`config.mk`:
```
export PLATFORM = sky130hd
export DESIGN_NAME = utf16_to_utf8_transcoder
export DESIGN_NICKNAME = d
export VERILOG_FILES = /design/src/design/u16u8_pkg.sv /design/src/design/u16u8_front.sv /design/src/design/u16u8_fifo.sv /design/src/design/u16u8_back.sv /design/src/design/utf16_to_utf8_transcoder.sv
export SDC_FILE = /design/constraint.sdc
export NUM_CORES = 1
export LEC_CHECK = 0
export BUFFER_PORTS_ARGS = -buffer_cell sky130_fd_sc_hd__buf_2
export CAP_MARGIN = 15
export CELL_PAD_IN_SITES_DETAIL_PLACEMENT = 1
export CELL_PAD_IN_SITES_GLOBAL_PLACEMENT = 1
export CORE_AREA = 3 3 158 160
export DETAILED_ROUTE_END_ITERATION = 8
export DIE_AREA = 0 0 161 163
export MAX_ROUTING_LAYER = met4
export PLACE_DENSITY = 0.42
export SYNTH_ARGS = -nofsm -noshare
export SYNTH_HDL_FRONTEND = slang
export SYNTH_SLANG_ARGS = --single-unit
export TNS_END_PERCENT = 10
```
`constraint.sdc`:
```
create_clock -name clk -period 5.1 [get_ports clk]
set_input_delay 1.275 -clock clk [delete_from_list [all_inputs] [get_ports clk]]
set_output_delay 1.275 -clock clk [all_outputs]
set_load 0.03 [all_outputs]
```
`src/design/u16u8_pkg.sv`:
```
// Shared types and constants of the UTF-16 to UTF-8 transcoder.
`timescale 1ns / 1ps
`default_nettype none
package u16u8_pkg;

	localparam int unsigned QUEUE_DEPTH = 2;
	localparam int unsigned QPTR_W      = $clog2(QUEUE_DEPTH);
	localparam int unsigned QCNT_W      = $clog2(QUEUE_DEPTH + 1);

	localparam logic [5:0] LEAD_TAG  = 6'b110110;
	localparam logic [5:0] TRAIL_TAG = 6'b110111;

	localparam logic [7:0] NUL_BYTE   = 8'h00;
	localparam logic [7:0] PFX_TWO    = 8'b1100_0000;
	localparam logic [7:0] PFX_THREE  = 8'b1110_0000;
	localparam logic [7:0] PFX_FOUR   = 8'b1111_0000;
	localparam logic [7:0] PFX_CONT   = 8'b1000_0000;

	localparam logic [20:0] SUPP_BASE = 21'h10000;

	// One classified input item: the bytes it causes, in output order.
	typedef struct packed {
		logic [3:0][7:0] bytes;
		logic [1:0]      last_idx;
		logic            str_end;
	} u16u8_entry_t;

endpackage
`default_nettype wire

```
`src/design/u16u8_front.sv`:
```
// Front end: accepts code units, pairs surrogates and builds the byte list of each item.
`timescale 1ns / 1ps
`default_nettype none
module u16u8_front
	import u16u8_pkg::*;
(
	input  wire logic         clk,
	input  wire logic         arst_n,
	input  wire logic         s_tvalid,
	output logic              s_tready,
	input  wire logic [15:0]  s_tdata,   // code_unit
	input  wire logic         s_tlast,   // string_end
	input  wire logic         q_full,
	output logic              q_push,
	output u16u8_entry_t      q_entry
);

	logic       pend_q;
	logic [9:0] held_q;

	logic            is_lead;
	logic            is_trail;
	logic            pair;
	logic            take;
	logic [20:0]     cp;
	logic [2:0][7:0] ub;
	logic [1:0]      ucnt;
	logic [2:0]      n;

	assign s_tready = !q_full;
	assign take     = s_tvalid && s_tready;
	assign is_lead  = s_tdata[15:10] == LEAD_TAG;
	assign is_trail = s_tdata[15:10] == TRAIL_TAG;
	assign pair     = pend_q && is_trail;
	assign cp       = {1'b0, held_q, s_tdata[9:0]} + SUPP_BASE;

	always_comb begin
		ub   = '0;
		ucnt = 2'd0;
		if (is_lead) begin
			ucnt = s_tlast ? 2'd1 : 2'd0;
		end else if (is_trail) begin
			ucnt = 2'd1;
		end else if (s_tdata < 16'h0080) begin
			ub[0] = s_tdata[7:0];
			ucnt  = 2'd1;
		end else if (s_tdata < 16'h0800) begin
			ub[0] = PFX_TWO | {3'b000, s_tdata[10:6]};
			ub[1] = PFX_CONT | {2'b00, s_tdata[5:0]};
			ucnt  = 2'd2;
		end else begin
			ub[0] = PFX_THREE | {4'b0000, s_tdata[15:12]};
			ub[1] = PFX_CONT | {2'b00, s_tdata[11:6]};
			ub[2] = PFX_CONT | {2'b00, s_tdata[5:0]};
			ucnt  = 2'd3;
		end
	end

	always_comb begin
		q_entry         = '0;
		q_entry.str_end = s_tlast;
		n               = 3'd0;
		if (pair) begin
			q_entry.bytes[0] = PFX_FOUR | {5'b00000, cp[20:18]};
			q_entry.bytes[1] = PFX_CONT | {2'b00, cp[17:12]};
			q_entry.bytes[2] = PFX_CONT | {2'b00, cp[11:6]};
			q_entry.bytes[3] = PFX_CONT | {2'b00, cp[5:0]};
			n                = 3'd4;
		end else if (pend_q) begin
			q_entry.bytes[0] = NUL_BYTE;
			q_entry.bytes[1] = ub[0];
			q_entry.bytes[2] = ub[1];
			q_entry.bytes[3] = ub[2];
			n                = {1'b0, ucnt} + 3'd1;
		end else begin
			q_entry.bytes[0] = ub[0];
			q_entry.bytes[1] = ub[1];
			q_entry.bytes[2] = ub[2];
			n                = {1'b0, ucnt};
		end
		q_entry.last_idx = 2'(n - 3'd1);
	end

	assign q_push = take && (n != 3'd0);

	always_ff @(posedge clk or negedge arst_n) begin
		if (!arst_n) begin
			pend_q <= 1'b0;
			held_q <= '0;
		end else if (take) begin
			if (is_lead && !s_tlast) begin
				pend_q <= 1'b1;
				held_q <= s_tdata[9:0];
			end else begin
				pend_q <= 1'b0;
				held_q <= '0;
			end
		end
	end

endmodule
`default_nettype wire

```
`src/design/u16u8_fifo.sv`:
```
// Short queue of classified items between the front and back ends.
`timescale 1ns / 1ps
`default_nettype none
module u16u8_fifo
	import u16u8_pkg::*;
(
	input  wire logic         clk,
	input  wire logic         arst_n,
	input  wire logic         push,
	input  wire u16u8_entry_t push_entry,
	input  wire logic         pop,
	output logic              full,
	output logic              not_empty,
	output u16u8_entry_t      head
);

	u16u8_entry_t      mem_q [QUEUE_DEPTH];
	logic [QPTR_W-1:0] wr_ptr_q;
	logic [QPTR_W-1:0] rd_ptr_q;
	logic [QCNT_W-1:0] cnt_q;

	assign full      = cnt_q == QCNT_W'(QUEUE_DEPTH);
	assign not_empty = cnt_q != '0;
	assign head      = mem_q[rd_ptr_q];

	always_ff @(posedge clk) begin
		if (push) begin
			mem_q[wr_ptr_q] <= push_entry;
		end
	end

	always_ff @(posedge clk or negedge arst_n) begin
		if (!arst_n) begin
			wr_ptr_q <= '0;
			rd_ptr_q <= '0;
			cnt_q    <= '0;
		end else begin
			if (push) begin
				wr_ptr_q <= wr_ptr_q + 1'b1;
			end
			if (pop) begin
				rd_ptr_q <= rd_ptr_q + 1'b1;
			end
			if (push && !pop) begin
				cnt_q <= cnt_q + 1'b1;
			end else if (pop && !push) begin
				cnt_q <= cnt_q - 1'b1;
			end
		end
	end

endmodule
`default_nettype wire

```
`src/design/u16u8_back.sv`:
```
// Back end: sends each item's bytes one per cycle unless stalled, keeps the byte count.
`timescale 1ns / 1ps
`default_nettype none
module u16u8_back
	import u16u8_pkg::*;
#(
	parameter int unsigned COUNT_BITS = 16
) (
	input  wire logic         clk,
	input  wire logic         arst_n,
	input  wire logic         q_valid,
	input  wire u16u8_entry_t q_head,
	output logic              q_pop,
	output logic              m_tvalid,
	input  wire logic         m_tready,
	output logic [23:0]       m_tdata,   // out_byte, byte_total
	output logic              m_tlast,   // string_done
	output logic [0:0]        m_tuser    // run_last
);

	logic [1:0]            idx_q;
	logic [COUNT_BITS-1:0] cnt_q;
	logic                  valid_q;
	logic [7:0]            byte_q;
	logic [15:0]           total_q;
	logic                  run_last_q;
	logic                  done_q;

	logic                  load;
	logic                  last;
	logic [COUNT_BITS-1:0] cnt_next;

	assign load     = q_valid && (!valid_q || m_tready);
	assign last     = idx_q == q_head.last_idx;
	assign q_pop    = load && last;
	assign cnt_next = (&cnt_q) ? cnt_q : cnt_q + 1'b1;

	always_ff @(posedge clk or negedge arst_n) begin
		if (!arst_n) begin
			idx_q   <= '0;
			cnt_q   <= '0;
			valid_q <= 1'b0;
		end else if (load) begin
			valid_q <= 1'b1;
			idx_q   <= last ? 2'd0 : idx_q + 2'd1;
			cnt_q   <= (last && q_head.str_end) ? '0 : cnt_next;
		end else if (m_tready) begin
			valid_q <= 1'b0;
		end
	end

	always_ff @(posedge clk) begin
		if (load) begin
			byte_q     <= q_head.bytes[idx_q];
			total_q    <= 16'(cnt_next);
			run_last_q <= last;
			done_q     <= last && q_head.str_end;
		end
	end

	assign m_tvalid   = valid_q;
	assign m_tdata    = {total_q, byte_q};
	assign m_tlast    = done_q;
	assign m_tuser[0] = run_last_q;

endmodule
`default_nettype wire

```
`src/design/utf16_to_utf8_transcoder.sv`:
```
// Top level of the UTF-16 to UTF-8 transcoder.
`timescale 1ns / 1ps
`default_nettype none
// Each request on the slave side carries one UTF-16 code unit in s_tdata and the end-of-string
// flag in s_tlast. A leading surrogate is held until the next unit and causes no byte by itself
// unless it ends the string; every other unit causes one to four UTF-8 bytes, with a 0x00 byte
// standing in for an unpaired surrogate. The master side sends one byte per request: m_tdata
// holds the byte and the saturating count of bytes sent so far in the string, m_tuser marks the
// last byte of an input unit and m_tlast the last byte of the string. The output port sends one
// byte per cycle while m_tready is high, and a unit is taken every cycle while the two-entry
// queue between the classifier and the byte sender has room. When nothing is ahead of it, a
// unit's first byte passes through the queue and then the output register to the master side.
module utf16_to_utf8_transcoder
	import u16u8_pkg::*;
#(
	parameter int unsigned COUNT_BITS = 16
) (
	input  wire logic        clk,
	input  wire logic        arst_n,
	input  wire logic        s_tvalid,
	output logic             s_tready,
	input  wire logic [15:0] s_tdata,   // code_unit
	input  wire logic        s_tlast,   // string_end
	output logic             m_tvalid,
	input  wire logic        m_tready,
	output logic [23:0]      m_tdata,   // out_byte, byte_total
	output logic             m_tlast,   // string_done
	output logic [0:0]       m_tuser    // run_last
);

	logic         q_full;
	logic         q_push;
	logic         q_pop;
	logic         q_not_empty;
	u16u8_entry_t q_entry;
	u16u8_entry_t q_head;

	u16u8_front u_front (
		.clk      (clk),
		.arst_n   (arst_n),
		.s_tvalid (s_tvalid),
		.s_tready (s_tready),
		.s_tdata  (s_tdata),
		.s_tlast  (s_tlast),
		.q_full   (q_full),
		.q_push   (q_push),
		.q_entry  (q_entry)
	);

	u16u8_fifo u_fifo (
		.clk        (clk),
		.arst_n     (arst_n),
		.push       (q_push),
		.push_entry (q_entry),
		.pop        (q_pop),
		.full       (q_full),
		.not_empty  (q_not_empty),
		.head       (q_head)
	);

	u16u8_back #(
		.COUNT_BITS (COUNT_BITS)
	) u_back (
		.clk      (clk),
		.arst_n   (arst_n),
		.q_valid  (q_not_empty),
		.q_head   (q_head),
		.q_pop    (q_pop),
		.m_tvalid (m_tvalid),
		.m_tready (m_tready),
		.m_tdata  (m_tdata),
		.m_tlast  (m_tlast),
		.m_tuser  (m_tuser)
	);

endmodule
`default_nettype wire

```
==> impl_metrics.json <==
{
  "clkPwrFrac_pct": 32.7,
  "final_cell_area_mm2": 0.00712,
  "rows": 56,
  "hold_viol": 0,
  "ctsLongestPathBuffers": 2,
  "drv_slew": 0,
  "clkLatencyLatePin_ns": 0.42,
  "utilization_pct": 30.2,
  "criticalPathCategory": "primary input to flop",
  "gr-total-overflow": 0,
  "gp_congestion": 0.795,
  "grt_pass1_wl_um": 24500,
  "antenna_found_initial": 0,
  "setup_tns_ns": 0,
  "status": "finished clean",
  "p_int_mw": 2.67,
  "io_buffer_count": 48,
  "sequentialPowerShare_pct": 40.3,
  "dpl_cell_area_mm2": 0.00650,
  "drive_gt1_share_pct": 25.4,
  "seq_area_frac_synth_pct": 61.4,
  "die_y_um": 163,
  "syn-instance-count": 440,
  "cts.sinks": 126,
  "cts_tree": "yes",
  "drt_wl_total_um": 15300,
  "path_delay_family": "simple AND/OR/NAND/NOR gates",
  "avgSynthCellArea_um2": 13.4,
  "drc": 0,
  "rsz0062_at_grt": "false",
  "synth_area_mm2": 0.00589,
  "wl_per_cell_um": 18.5,
  "synth_warnings": 0,
  "combinationalPowerShare_pct": 26.9,
  "drt_iter0_markers": 202,
  "path_buf_inv": 3,
  "cp-start-kind": "primary input",
  "fp.dieW_um": 161,
  "power.switching_mw": 1.25,
  "ir_drop_mv": 0.196,
  "cts_resized": 0,
  "p_sw_share_pct": 31.9,
  "crit_fanout": 33,
  "slowest_stage": "or4_4",
  "setup_viol": 0,
  "ys_ff_latch": 126,
  "cp_cell_sequence": "buf_2, or4_4, or2_1, o21ai_2, inv_1, ha_1, a31oi_1, ha_1, a21oi_2, nor2b_2, buf_12",
  "worstPathArrival_ns": 3.81,
  "powerDensity_mw_per_mm2": 550,
  "die_area_mm2": 0.0262,
  "grt_pass1_vias": 4167,
  "required_ns": 5.21,
  "n_antenna_cell": 0,
  "pre_cts_ws_ns": 0.927,
  "root_buffer": "clkbuf_16",
  "htree_levels": 4,
  "grt.total_usage_pct": 12.6,
  "synth_edf_count": 92,
  "syn_to_final_growth_pct": 20.9,
  "start_util_pct": 25.0,
  "finClkSkew_ns": 0.00936,
  "layout_commonest_cell": "edfxtp_1",
  "dp_hpwl_um": 10500,
  "max_freq_mhz": 270,
  "synth_cell_types": 59,
  "dr.pass1.iters": 4,
  "endpoint_kind": "flop",
  "whs_ns": 0.493,
  "async_reset_ff_share_pct": 27.0,
  "ios": 49,
  "nNetsFinal": 520,
  "clkTransAtPathRegs_ns": 0.06,
  "mostFrequentLayoutCells": "92 x edfxtp_1, 48 x buf_2, 34 x nand2_1, 34 x dfrtp_1, 31 x nor2_1",
  "vias_per_cell": 4.65,
  "syn_nets": 466,
  "p_leak_nw": 2.61,
  "cts_buffers": 17,
  "yosys_most_used_dff": "edfxtp_1",
  "slew_headroom_pct": 34.5,
  "ant_nets": 0,
  "post-cts-setup-buffer-count": 0,
  "tightest_slew_ns": 0.982,
  "ctsHoldBuffers": 0,
  "grt_max_degree": 50,
  "crit_path_frequent_cell": "ha_1",
  "dr_total_vias": 3837,
  "critPathMaxStageDelay_ns": 0.54,
  "period_needed_ns": 3.70,
  "fin_ws_ns": 1.40,
  "core_area_mm2": 0.0235,
  "fin_crit_sh_pct": 72.6,
  "cap_viol_max_count": 0,
  "min_path_type": "flop to flop"
}
worst paths after layout:
check / end / cells past startpoint / from / slack [ns]
setup / recovery: u_fifo.mem_q[0][29] / 11 / s_tdata[14] / 1.40
hold / removal: u_back.m_tvalid / 2 / u_back.m_tvalid / 0.49
setup reg to reg: u_back.cnt_q[4] / 4 / u_back.idx_q[0] / 2.53
hold reg to reg: u_back.m_tvalid / 2 / u_back.m_tvalid / 0.49
max in group asynchronous: u_front.held_q[4] / 1 / arst_n / 3.53
min in group asynchronous: u_back.cnt_q[3] / 1 / arst_n / 0.99
layer usage:
metal  share of wire [%]  vias up  global-route usage [%]
li1                    -     1797                       -
met4                 1.9        0                    4.34
met1                  48     1962                    16.4
met3                 3.3       18                    3.28
met2                  47       60                    19.2
met5                   0        -                       -
logic make-up after synthesis:
logic type               synth area share [%]
multiplexers                             8.48
AO/OA/AOI/OAI                            10.2
adder cells (fa/ha/maj)                  1.06
buffers and inverters                    2.44
flip-flops                               61.4
XOR/XNOR                                 3.27
AND/OR/NAND/NOR                          13.1
metrics by stage:
stage	std cells	total power, mW
3_5_place_dp	794	2.70
2_1_floorplan	440	2.36
6_report	826	3.91
4_1_cts	826	4.00
3_3_place_gp	794	2.68
5_1_grt	826	4.15
Yosys cell counts, drive strengths merged, types with 2 or more instances:
cell,count,share of area (%)
a211oi,4,0.51
a21o,2,0.26
a21oi,16,1.6
a22o,13,1.9
a311oi,4,0.60
a31oi,8,0.85
and2,10,1.1
and3,9,0.96
and4,5,0.74
buf,13,1.5
clkbuf,10,0.64
dfrtp,34,14
edfxtp,92,47
ha,5,1.1
inv,5,0.32
mux2,9,1.7
mux2i,6,1.0
mux4,15,5.7
nand2,35,2.3
nand2b,8,0.85
nand3,9,0.77
nand4,8,0.85
nor2,33,2.4
nor2b,4,0.43
nor3,10,0.94
nor3b,3,0.47
nor4,4,0.64
o21a,2,0.26
o21ai,20,1.8
o221ai,2,0.51
o22ai,4,0.43
o2bb2ai,2,0.30
or2,2,0.21
xnor2,12,1.8
xor2,10,1.5
power groups by stage:
stage               combinational, mW  sequential (mW)  clock (mW)
floorplan                       0.614             1.74           0
global placement                 1.08             1.60           0
detailed placement               1.09             1.61           0
CTS                              1.09             1.59        1.31
global route                     1.17             1.62        1.36
finish                           1.05             1.58        1.28
registers in the layout, indices dropped and copies added, names as in the netlist, 2 cells and up:
name            cells
u_fifo.mem_q       66
u_back.total_q     16
u_fifo.cnt_q        2
u_back.idx_q        2
u_back.cnt_q       16
u_back.byte_q       8
u_front.held_q     10
area by class of cell:
| type | count | area [um2] |
|---|---|---|
| Fill cell | 2583 | 16400 |
| Sequential cell | 126 | 3610 |
| Multi-Input combinational cell | 286 | 2130 |
| Clock buffer | 20 | 447 |
| Tap cell | 319 | 399 |
| Timing Repair Buffer | 58 | 340 |
| Clock inverter | 12 | 166 |
| Inverter | 5 | 18.8 |
worst min-delay path, delay by kind of cell, from the launching register on:
family        cells  cell delay (ns)
flops             1             0.34
simple gates      2             0.12
Power figures use the tool's default switching activity.
